## config.mk

```make
export PLATFORM = sky130hd
export DESIGN_NAME = sus_scan_flat
export DESIGN_NICKNAME = d
export VERILOG_FILES = /design/src/rtl/sus_pkg.sv /design/src/rtl/sus_in_if.sv /design/src/rtl/sus_scan.sv /design/src/flat_wrapper.sv
export SDC_FILE = /design/constraint.sdc
export NUM_CORES = 1
export LEC_CHECK = 0
export BUFFER_PORTS_ARGS = -buffer_cell sky130_fd_sc_hd__buf_2
export CAP_MARGIN = 20
export CORE_UTILIZATION = 50
export CTS_BUF_LIST = sky130_fd_sc_hd__clkbuf_2
export CTS_CLUSTER_SIZE = 10
export DETAILED_ROUTE_END_ITERATION = 7
export HOLD_SLACK_MARGIN = 0.1
export PLACE_DENSITY = 0.7
export SYNTH_ARGS = -nofsm -noshare
export SYNTH_HDL_FRONTEND = slang
export SYNTH_SLANG_ARGS = --single-unit
export TNS_END_PERCENT = 1
```

## constraint.sdc

```tcl
create_clock -name clk -period 5.55 [get_ports clk]
set_input_delay 0.2775 -clock clk [delete_from_list [all_inputs] [get_ports clk]]
set_output_delay 0.2775 -clock clk [all_outputs]
set_load 0.1 [all_outputs]
```

## src/rtl/sus_pkg.sv

```systemverilog
// shared types and constants for the shortest unsorted span block
// no dependencies; used by every other file of the block
`default_nettype none
package sus_pkg;

	localparam int DATA_W = 32;
	localparam int SPAN_W = 11;

	typedef enum logic [3:0] {
		ST_LOAD,
		ST_PRE_ISSUE,
		ST_PRE_EVAL,
		ST_SUF_ISSUE,
		ST_SUF_EVAL,
		ST_MM_ISSUE,
		ST_MM_EVAL,
		ST_LEFT_ISSUE,
		ST_LEFT_EVAL,
		ST_RIGHT_ISSUE,
		ST_RIGHT_EVAL,
		ST_FINISH
	} sus_state_t;

	typedef struct packed {
		logic [SPAN_W-1:0] span_length;
		logic              overflow;
	} sus_result_t;

endpackage
`default_nettype wire

```

## src/rtl/sus_in_if.sv

```systemverilog
// input channel of the shortest unsorted span block: one sequence element per transaction
// depends on sus_pkg for the data width
`default_nettype none
interface sus_in_if;
	logic                             valid;
	logic                             ready;
	logic signed [sus_pkg::DATA_W-1:0] value;
	logic                             last;

	modport source (output valid, output value, output last, input ready);
	modport sink (input valid, input value, input last, output ready);
endinterface
`default_nettype wire

```

## src/rtl/sus_scan.sv

```systemverilog
// load counter and scan sequencer: fills the element memory, then walks it
// depends on sus_pkg, sus_in_if; drives the ports of sus_mem
`default_nettype none
module sus_scan #(
	parameter int MAX_ELEMENTS = 1024,
	parameter int AW           = 10,
	parameter int CW           = 11
) (
	input  wire logic                              clk,
	input  wire logic                              arst_n,
	sus_in_if.sink                                 items,
	output logic                                   wr_en,
	output logic [AW-1:0]                          wr_addr,
	output logic signed [sus_pkg::DATA_W-1:0]      wr_data,
	output logic                                   rd_en,
	output logic [AW-1:0]                          rd_addr,
	input  wire logic signed [sus_pkg::DATA_W-1:0] rd_data,
	output logic                                   res_valid,
	input  wire logic                              res_ready,
	output sus_pkg::sus_result_t                   res
);

	localparam int IW = CW + 1;
	localparam int LW = (CW > sus_pkg::SPAN_W) ? CW : sus_pkg::SPAN_W;

	sus_pkg::sus_state_t state_q, state_nxt;

	logic [CW-1:0]                     count_q;
	logic                              dropped_q;
	logic [CW-1:0]                     n_q;
	logic                              ovf_q;
	logic                              zero_q;
	logic                              first_q;
	logic signed [IW-1:0]              idx_q;
	logic signed [IW-1:0]              lo_q;
	logic signed [IW-1:0]              hi_q;
	logic signed [sus_pkg::DATA_W-1:0] prev_q;
	logic signed [sus_pkg::DATA_W-1:0] vmin_q;
	logic signed [sus_pkg::DATA_W-1:0] vmax_q;

	logic                 accept;
	logic                 room;
	logic [CW-1:0]        n_new;
	logic signed [IW-1:0] n_s;
	logic signed [IW-1:0] nm1;
	logic signed [IW-1:0] rd_idx;
	logic                 idx_first;
	logic                 idx_end;
	logic                 idx_hi;
	logic                 pre_brk;
	logic                 suf_brk;
	logic                 left_go;
	logic                 right_go;
	logic                 advance;
	logic signed [IW-1:0] span_s;
	logic [LW-1:0]        span_ext;

	assign accept    = items.valid && items.ready;
	assign room      = (count_q < CW'(MAX_ELEMENTS));
	assign n_new     = room ? (count_q + CW'(1)) : count_q;
	assign n_s       = $signed({1'b0, n_q});
	assign nm1       = n_s - IW'(1);
	assign idx_first = (idx_q == IW'(0));
	assign idx_end   = (idx_q == nm1);
	assign idx_hi    = (idx_q == hi_q);
	assign pre_brk   = !first_q && (prev_q > rd_data);
	assign suf_brk   = !first_q && (rd_data > prev_q);
	assign left_go   = (rd_data > vmin_q);
	assign right_go  = (rd_data < vmax_q);

	// next state
	always_comb begin
		state_nxt = state_q;
		case (state_q)
			sus_pkg::ST_LOAD: begin
				if (accept && items.last) begin
					state_nxt = (n_new > CW'(1)) ? sus_pkg::ST_PRE_ISSUE : sus_pkg::ST_FINISH;
				end
			end
			sus_pkg::ST_PRE_ISSUE:   state_nxt = sus_pkg::ST_PRE_EVAL;
			sus_pkg::ST_PRE_EVAL: begin
				if (pre_brk) begin
					state_nxt = sus_pkg::ST_SUF_ISSUE;
				end else if (!first_q && idx_end) begin
					state_nxt = sus_pkg::ST_FINISH;
				end
			end
			sus_pkg::ST_SUF_ISSUE:   state_nxt = sus_pkg::ST_SUF_EVAL;
			sus_pkg::ST_SUF_EVAL: begin
				if (suf_brk || idx_first) begin
					state_nxt = sus_pkg::ST_MM_ISSUE;
				end
			end
			sus_pkg::ST_MM_ISSUE:    state_nxt = sus_pkg::ST_MM_EVAL;
			sus_pkg::ST_MM_EVAL: begin
				if (idx_hi) begin
					state_nxt = sus_pkg::ST_LEFT_ISSUE;
				end
			end
			sus_pkg::ST_LEFT_ISSUE:  state_nxt = sus_pkg::ST_LEFT_EVAL;
			sus_pkg::ST_LEFT_EVAL: begin
				if (!left_go || idx_first) begin
					state_nxt = sus_pkg::ST_RIGHT_ISSUE;
				end
			end
			sus_pkg::ST_RIGHT_ISSUE: state_nxt = sus_pkg::ST_RIGHT_EVAL;
			sus_pkg::ST_RIGHT_EVAL: begin
				if (!right_go || idx_end) begin
					state_nxt = sus_pkg::ST_FINISH;
				end
			end
			sus_pkg::ST_FINISH: begin
				if (res_ready) begin
					state_nxt = sus_pkg::ST_LOAD;
				end
			end
			default:                 state_nxt = sus_pkg::ST_LOAD;
		endcase
	end

	// outputs: handshake, memory ports, read index
	always_comb begin
		items.ready = 1'b0;
		res_valid   = 1'b0;
		rd_en       = 1'b0;
		rd_idx      = idx_q;
		advance     = 1'b0;
		case (state_q)
			sus_pkg::ST_LOAD:        items.ready = 1'b1;
			sus_pkg::ST_PRE_ISSUE: begin
				rd_en   = 1'b1;
				rd_idx  = '0;
				advance = 1'b1;
			end
			sus_pkg::ST_PRE_EVAL: begin
				rd_en   = 1'b1;
				rd_idx  = idx_q + IW'(1);
				advance = !pre_brk && (first_q || !idx_end);
			end
			sus_pkg::ST_SUF_ISSUE: begin
				rd_en   = 1'b1;
				rd_idx  = nm1;
				advance = 1'b1;
			end
			sus_pkg::ST_SUF_EVAL: begin
				rd_en   = 1'b1;
				rd_idx  = idx_q - IW'(1);
				advance = !suf_brk && !idx_first;
			end
			sus_pkg::ST_MM_ISSUE: begin
				rd_en   = 1'b1;
				rd_idx  = lo_q;
				advance = 1'b1;
			end
			sus_pkg::ST_MM_EVAL: begin
				rd_en   = 1'b1;
				rd_idx  = idx_q + IW'(1);
				advance = !idx_hi;
			end
			sus_pkg::ST_LEFT_ISSUE: begin
				rd_en   = 1'b1;
				rd_idx  = lo_q;
				advance = 1'b1;
			end
			sus_pkg::ST_LEFT_EVAL: begin
				rd_en   = 1'b1;
				rd_idx  = idx_q - IW'(1);
				advance = left_go && !idx_first;
			end
			sus_pkg::ST_RIGHT_ISSUE: begin
				rd_en   = 1'b1;
				rd_idx  = hi_q;
				advance = 1'b1;
			end
			sus_pkg::ST_RIGHT_EVAL: begin
				rd_en   = 1'b1;
				rd_idx  = idx_q + IW'(1);
				advance = right_go && !idx_end;
			end
			sus_pkg::ST_FINISH:      res_valid = 1'b1;
			default:                 items.ready = 1'b0;
		endcase
	end

	assign rd_addr = rd_idx[AW-1:0];
	assign wr_en   = accept && room;
	assign wr_addr = count_q[AW-1:0];
	assign wr_data = items.value;

	// lo may sit at -1 after the left walk, so the length stays in signed width
	assign span_s   = hi_q - lo_q - IW'(1);
	assign span_ext = LW'(span_s[CW-1:0]);
	assign res.span_length = zero_q ? '0 : span_ext[sus_pkg::SPAN_W-1:0];
	assign res.overflow    = ovf_q;

	always_ff @(posedge clk or negedge arst_n) begin
		if (!arst_n) begin
			state_q   <= sus_pkg::ST_LOAD;
			count_q   <= '0;
			dropped_q <= 1'b0;
			first_q   <= 1'b0;
		end else begin
			state_q <= state_nxt;
			if (accept) begin
				if (items.last) begin
					count_q   <= '0;
					dropped_q <= 1'b0;
				end else begin
					count_q   <= n_new;
					dropped_q <= dropped_q || !room;
				end
			end
			if (advance) begin
				first_q <= state_q inside {sus_pkg::ST_PRE_ISSUE, sus_pkg::ST_SUF_ISSUE,
				                           sus_pkg::ST_MM_ISSUE};
			end
		end
	end

	// datapath registers
	always_ff @(posedge clk) begin
		if (advance) begin
			idx_q <= rd_idx;
		end
		case (state_q)
			sus_pkg::ST_LOAD: begin
				if (accept && items.last) begin
					n_q    <= n_new;
					ovf_q  <= dropped_q || !room;
					zero_q <= (n_new <= CW'(1));
				end
			end
			sus_pkg::ST_PRE_EVAL: begin
				prev_q <= rd_data;
				if (pre_brk) begin
					lo_q <= idx_q - IW'(1);
				end else if (!first_q && idx_end) begin
					zero_q <= 1'b1;
				end
			end
			sus_pkg::ST_SUF_EVAL: begin
				prev_q <= rd_data;
				if (suf_brk) begin
					hi_q <= idx_q + IW'(1);
				end else if (idx_first) begin
					hi_q <= idx_q;
				end
			end
			sus_pkg::ST_MM_EVAL: begin
				if (first_q || rd_data < vmin_q) begin
					vmin_q <= rd_data;
				end
				if (first_q || rd_data > vmax_q) begin
					vmax_q <= rd_data;
				end
			end
			sus_pkg::ST_LEFT_EVAL: begin
				if (!left_go) begin
					lo_q <= idx_q;
				end else if (idx_first) begin
					lo_q <= idx_q - IW'(1);
				end
			end
			sus_pkg::ST_RIGHT_EVAL: begin
				if (!right_go) begin
					hi_q <= idx_q;
				end else if (idx_end) begin
					hi_q <= n_s;
				end
			end
			default: begin
			end
		endcase
	end

endmodule
`default_nettype wire
```

## src/flat_wrapper.sv

```systemverilog
// flat-port wrapper written by rule: the top's interface ports become plain ports
module sus_scan_flat 
#(
	parameter int MAX_ELEMENTS = 1024,
	parameter int AW           = 10,
	parameter int CW           = 11
)
  (clk, arst_n, wr_en, wr_addr, wr_data, rd_en, rd_addr, rd_data, res_valid, res_ready, res, items_valid, items_value, items_last, items_ready);
  sus_in_if items_i ();
  input  wire logic clk;
  input  wire logic arst_n;
  output logic wr_en;
  output logic [AW-1:0] wr_addr;
  output logic signed [sus_pkg::DATA_W-1:0] wr_data;
  output logic rd_en;
  output logic [AW-1:0] rd_addr;
  input  wire logic signed [sus_pkg::DATA_W-1:0] rd_data;
  output logic res_valid;
  input  wire logic res_ready;
  output sus_pkg::sus_result_t res;
  input wire logic [$bits(items_i.valid)-1:0] items_valid;
  input wire logic [$bits(items_i.value)-1:0] items_value;
  input wire logic [$bits(items_i.last)-1:0] items_last;
  output wire logic [$bits(items_i.ready)-1:0] items_ready;
  assign items_i.valid = items_valid;
  assign items_i.value = items_value;
  assign items_i.last = items_last;
  assign items_ready = items_i.ready;
  sus_scan #(.MAX_ELEMENTS(MAX_ELEMENTS), .AW(AW), .CW(CW)) u_core (.clk(clk), .arst_n(arst_n), .items(items_i), .wr_en(wr_en), .wr_addr(wr_addr), .wr_data(wr_data), .rd_en(rd_en), .rd_addr(rd_addr), .rd_data(rd_data), .res_valid(res_valid), .res_ready(res_ready), .res(res));
endmodule
```

==> results of run 1 <==
routing by layer:
| layer | part of all wire | routed length (um) | vias up | global-route usage |
|---|---|---|---|---|
| li1 | - | - | 3832 | - |
| met1 | 0.47 | 11100 | 3692 | 0.316 |
| met2 | 0.44 | 10300 | 270 | 0.339 |
| met3 | 0.069 | 1640 | 57 | 0.0485 |
| met4 | 0.025 | 599 | 0 | 0.0948 |
| met5 | 0 | 0 | - | 0 |
final cells by class:
class                   count  area (um^2)
multi-input cells         668         4870
well taps                 275          344
diodes                      2         5.00
clock inverters            13          118
repair buffers            114          788
flip-flops and latches    162         4780
inverters                 135          507
fillers                  1902         9450
clock buffers              18         90.1
flip-flops by register name, summed over array words and instances (netlist names):
name	flops
u_core.hi_q	12
u_core.lo_q	12
u_core.vmin_q	32
u_core.n_q	11
u_core.prev_q	32
u_core.dropped_q	1
u_core.vmax_q	32
u_core.count_q	11
u_core.ovf_q	1
u_core.zero_q	1
u_core.first_q	1
u_core.state_q	4
u_core.idx_q	12
critical path: stages, from the launching register on:
cell and delay, ps:
edfxtp_1 710, nor3_1 440, nand2_1 190, or4_1 500
nor3_1 270, xor2_1 180, a21oi_1 100, nand2b_1 100
a21oi_1 60, a21oi_1 200, buf_2 460
cell usage in the layout, fill, tap and decap left out, types with 5 or more instances in the layout:
master         count
a21oi_1           63
a21boi_0           5
xnor2_1           22
nand2b_1          11
dlygate4sd3_1     37
o21ai_0           44
nor4_1            12
and3_1            11
nand2_1           73
a311oi_1           8
inv_1            135
or2_2              5
buf_2             72
nor2b_1           10
o211ai_1           9
a22oi_1            6
a21o_1            13
clkbuf_2          18
inv_6              5
o22ai_1            5
nor2_1            51
edfxtp_1         145
a211oi_1          11
nand3_1           21
a221oi_1          10
ha_1             111
nor3_1            27
nand4_1           21
xor2_1            42
dfrtp_1           17
power groups by stage:
stage / registers (uW) / clock network (uW) / logic, uW
after CTS: 2090 / 617 / 3220
final: 2100 / 602 / 3210
after detailed placement: 2120 / 0 / 3190
after floorplan: 1870 / 0 / 2980
after global routing: 2140 / 658 / 3480
after global placement: 2110 / 0 / 3140
logic make-up (layout without fill, tap and decap cells):
family          count (synthesis)  in the layout  synth area share
fa+ha+maj                     113            113             0.133
mux                             4              4           0.00387
xor+xnor                       64             64            0.0526
other cells                     0              2                 0
simple gates                  270            270             0.129
flops                         162            162             0.448
buf+inv                       222            280            0.0977
compound gates                217            217             0.136
cell usage after synthesis (4+ instances only):
master | number | area [um^2]
a22oi_1 | 6 | 45.0
o31ai_1 | 4 | 30.0
buf_1 | 4 | 15.0
and3_1 | 11 | 68.8
xor2_1 | 42 | 368
clkbuf_1 | 27 | 101
nand2b_1 | 11 | 68.8
nand3_1 | 21 | 105
ha_1 | 111 | 1390
nor2b_1 | 10 | 62.6
a221oi_1 | 10 | 87.6
or2_2 | 5 | 31.3
xnor2_1 | 22 | 193
a311oi_1 | 8 | 70.1
nand4b_1 | 4 | 35.0
o21ai_0 | 44 | 220
buf_4 | 53 | 398
dfrtp_1 | 17 | 425
a211oi_1 | 12 | 90.1
nor4_1 | 13 | 81.3
inv_1 | 135 | 507
o211ai_1 | 9 | 67.6
nand4_1 | 21 | 131
a21boi_0 | 6 | 45.0
a222oi_1 | 4 | 40.0
o22ai_1 | 5 | 31.3
nor2_1 | 51 | 191
nor3_1 | 28 | 140
a21oi_1 | 63 | 315
edfxtp_1 | 145 | 4350
nand2_1 | 73 | 274
a21o_1 | 13 | 97.6
and2_1 | 4 | 25.0
or3_1 | 4 | 25.0
final timing paths:
path	from	to	slack, ps	depth (start not counted)
setup / recovery	u_core.idx_q[2]$_DFFE_PP_	rd_addr[9]	1320	10
hold / removal	rd_data[9]	u_core.prev_q[9]$_DFFE_PP_	260	2
setup reg to reg	u_core.vmin_q[31]$_DFFE_PP_	u_core.first_q$_DFFE_PN0P_	1740	11
hold reg to reg	u_core.dropped_q$_DFFE_PN0P_	u_core.dropped_q$_DFFE_PN0P_	550	2
max in group asynchronous	arst_n	u_core.state_q[0]$_DFFE_PN0P_	4360	3
min in group asynchronous	arst_n	u_core.dropped_q$_DFFE_PN0P_	650	3
metrics by stage:
stage	total power (uW)	worst slack, ps	instances
after floorplan	4860	596	1052
after global placement	5250	1700	1316
after CTS	5920	1250	1385
final	5920	1320	1387
after global routing	6280	891	1387
after detailed placement	5300	1700	1317
==> flow_summary_export.csv, run 1 <==
group,metric,value,unit
cts,clockBufferDepth,2,
critical_path,crit_arrival,3960,ps
placed_design,gp_congestion,0.903,
critical_path,startpoint_type,"flip-flop",
floorplanning,core_area,21000,um^2
global_routing,antenna_found_initial,1,
placed_design,port-buffer-count,72,
synth,netlist_area,10700,um^2
cts,clk_latency,780,ps
routing,finalWirelength,23700,um
routing,post_drt_wl_per_cell,17.1,um
synth,ys.flop_type,"edfxtp_1",
floorplanning,ioPinCount,137,
synth,synthCells,1052,
sta,setup_viol,0,
synth,ys_warn_count,0,
sta,drv_slew,0,
global_routing,grt_max_degree,33,
global_routing,grt_pass1_vias,7518,
synth,synth.avg_cell_area,10.1,um^2
sta,finalCriticalPeriod,4230,ps
pwr,switching_share,0.541,
cts,clkTransAtPathRegs,280,ps
synth,async_flop_share,0.105,
pwr,pwr-share-seq,0.355,
sta,fin_hold_ws,263,ps
routing,viasPerCell,5.66,
global_routing,grt_overflow,0,
sta,tightest_slew,1010,ps
sta,finalSetupTns,0,ps
routing,route.detailed.drc,0,
critical_path,path_max_fanout,15,
cts,cts_max_level,4,
synth,ys_seq_area_frac,0.448,
routing,ant_nets,0,
synth,synth-seq-cells,162,
global_routing,track_usage,0.226,
placed_design,place_area,10900,um^2
pwr,peakVddDrop,0.358,mV
cts,cts_buffers,17,
cts,cts_resized,0,
floorplanning,die_area,21900,um^2
pwr,power.density,514,nW/um^2
routing,num_vias,7851,
pwr,p_clk_frac,0.102,
floorplanning,row_count,53,
sta,max_freq,236,MHz
routing,drt-initial-drc-count,547,
hold_path,holdCritPathClass,"input pin to flip-flop",
routing,dr.pass1.iters,5,
sta,final_hold_viol_count,0,
sta,slew_headroom,0.324,
synth,syn_nets,1233,
cells_and_area,drive_gt1_frac,0.117,
floorplanning,dieWidth,148,um
critical_path,required,5270,ps
placed_design,place_hpwl,17800,um
pwr,p_sw,3200,uW
critical_path,critPathKind,"flip-flop to primary output",
cts,root_buffer,"clkbuf_2",
sta,rsz0062_at_grt,"no",
critical_path,critPathCaptureType,"primary output",
flow_run,maxCapViolations,0,
pwr,leakage,0.00496,uW
cells_and_area,final_area,11500,um^2
cts,holdBufCountCts,37,
pwr,combPwrFrac,0.543,
cts,cts_tree,"built",
cells_and_area,fin_util,0.549,
cells_and_area,layout.nets,1279,
synth,synth_edf_count,145,
sta,period_share,0.763,
floorplanning,die_h,148,um
pwr,internal-power,2710,uW
sta,skew,53.7,ps
global_routing,grt_pass1_wl,38500,um
floorplanning,initial_core_util,0.509,
cts,cts_setup_buffers,0,
cells_and_area,syn_to_final_growth,7.85,%
outcome,status,"complete, no violations",
cts,cts_sinks,162,
synth,netlist-cell-type-count,69,
Note: power is estimated with default switching activity, not from simulation.
==> run 2: changes to the inputs <==
==> constraint.sdc (replaced) <==
create_clock -name clk -period 4.35 [get_ports clk]
set_input_delay 0.2175 -clock clk [delete_from_list [all_inputs] [get_ports clk]]
set_output_delay 0.2175 -clock clk [all_outputs]
set_load 0.1 [all_outputs]
==> flow_summary_export.csv, run 2 (same netlist as run 1, synthesis figures left out) <==
group,metric,value,unit
critical_path,crit_path_cell_trace,"nor3_1, nand2_1, or4_1, nor3_1, xor2_1, a21oi_1, nand2b_1, a21oi_1, a21oi_1, clkbuf_4",
cts,cts_buffers,17,
global_routing,grt_max_degree,33,
cts,cts_sinks,162,
placed_design,place_hpwl,17600,um
pwr,pwr-share-seq,0.337,
cells_and_area,layout.nets,1293,
cts,cts_tree,"built",
global_routing,track_usage,0.226,
placed_design,pre_cts_slack,613,ps
outcome,status,"complete, no violations",
critical_path,slowest_delay,670,ps
global_routing,grt_overflow,0,
critical_path,critPathCaptureType,"primary output",
hold_path,holdCritPathClass,"input pin to flip-flop",
routing,post_drt_wl_per_cell,17.1,um
floorplanning,die_h,148,um
sta,skew,43.1,ps
flow_run,maxCapViolations,0,
routing,drt-initial-drc-count,711,
global_routing,grt_pass1_wl,38800,um
sta,fin_hold_ws,205,ps
routing,viasPerCell,5.70,
sta,setup_slack,249,ps
sta,final_hold_viol_count,0,
cells_and_area,most-common-layout-cells,"145 x edfxtp_1, 135 x inv_1, 111 x ha_1, 73 x nand2_1, 70 x buf_2",
floorplanning,dieWidth,148,um
critical_path,critical_path.top_delay_family,"simple AND/OR/NAND/NOR gates",
pwr,p_clk_frac,0.109,
pwr,combPwrFrac,0.554,
critical_path,cpMostUsedCell,"a21oi_1",
pwr,leakage,0.00504,uW
placed_design,port-buffer-count,72,
critical_path,path_max_fanout,12,
sta,finalSetupTns,0,ps
sta,period_share,0.943,
cells_and_area,drive_gt1_frac,0.127,
critical_path,critPathKind,"flip-flop to primary output",
critical_path,startpoint_type,"flip-flop",
routing,ant_nets,0,
cells_and_area,fin_cells,1399,
cells_and_area,layout_commonest_cell,"edfxtp_1",
sta,slew_headroom,0.343,
routing,dr.pass1.iters,6,
pwr,internal-power,3620,uW
global_routing,grt_pass1_vias,7489,
sta,setup_viol,0,
floorplanning,row_count,53,
cells_and_area,syn_to_final_growth,9.08,%
sta,tightest_slew,985,ps
floorplanning,core_area,21000,um^2
cts,root_buffer,"clkbuf_2",
critical_path,cp_slowest_cell,"edfxtp_1",
cts,clkTransAtPathRegs,260,ps
floorplanning,initial_core_util,0.509,
cts,cts_max_level,4,
floorplanning,ioPinCount,137,
pwr,p_sw,4100,uW
critical_path,crit_arrival,3880,ps
cells_and_area,largest_registers,"u_core.prev_q (32), u_core.vmax_q (32), u_core.vmin_q (32)",
routing,num_vias,7969,
routing,route.detailed.drc,0,
critical_path,required,4130,ps
placed_design,place_inst,1325,
sta,drv_slew,0,
pwr,switching_share,0.531,
floorplanning,die_area,21900,um^2
global_routing,antenna_found_initial,1,
pwr,peakVddDrop,0.413,mV
placed_design,gp_congestion,0.909,
routing,finalWirelength,23900,um
critical_path,worst-path-buf-inv,1,
cts,clk_latency,770,ps
sta,max_freq,244,MHz
pwr,power.density,664,nW/um^2
sta,finalCriticalPeriod,4100,ps
cts,clockBufferDepth,2,
[run 2: repair_timing]
action,4_1_cts,5_1_grt
gates resized for setup,0,5
endpoints found under the hold margin,128,0
hold buffers,38,0
setup endpoints to repair,0,3
setup buffers,0,5
[run 2: cell type report]
type                       instances  area, um^2
clock inverter                    13         151
antenna                            1        2.50
tap                              275         344
multi-input combinational        668        4870
fill                            1864        9320
clock buffer                      17        85.1
inverter                         135         507
sequential                       162        4780
timing repair buffer             128         893
[run 2: power by group through the flow]
stage	clock network (uW)	registers [uW]	logic [uW]
floorplan	0	2390	3810
global placement	0	2630	4120
detailed placement	0	2640	4150
CTS	859	2600	4200
global route	912	2650	4610
finish	843	2610	4280
[run 2: metal layers]
metal | routed length (um) | global-route usage | vias up | part of all wire
li1 | - | - | 3857 | -
met1 | 11200 | 0.326 | 3769 | 0.47
met2 | 10700 | 0.346 | 299 | 0.45
met3 | 1640 | 0.0399 | 44 | 0.068
met4 | 390 | 0.0686 | 0 | 0.016
met5 | 0 | 0 | - | 0
[run 2: path summary, 6_finish.rpt]
| path | end | slack, ps | cells past startpoint | startpoint |
|---|---|---|---|---|
| worst max register to register | u_core.first_q$_DFFE_PN0P_ | 590 | 11 | u_core.n_q[0]$_DFFE_PP_ |
| worst min-delay path | u_core.vmax_q[4]$_DFFE_PP_ | 210 | 2 | rd_data[4] |
| worst min register to register | u_core.dropped_q$_DFFE_PN0P_ | 540 | 2 | u_core.dropped_q$_DFFE_PN0P_ |
| min in group asynchronous | u_core.count_q[7]$_DFFE_PN0P_ | 590 | 3 | arst_n |
| max in group asynchronous | u_core.count_q[6]$_DFFE_PN0P_ | 3220 | 3 | arst_n |
| worst max-delay path | rd_addr[9] | 250 | 10 | u_core.idx_q[0]$_DFFE_PP_ |
[run 2: per-stage QoR]
| stage | area (um^2) | power, uW | util |
|---|---|---|---|
| global route | 11600 | 8160 | 0.555 |
| global placement | 11000 | 6750 | 0.524 |
| CTS | 11600 | 7660 | 0.553 |
| finish | 11600 | 7730 | 0.555 |
| detailed placement | 11000 | 6790 | 0.524 |
| floorplan | 10700 | 6200 | - |
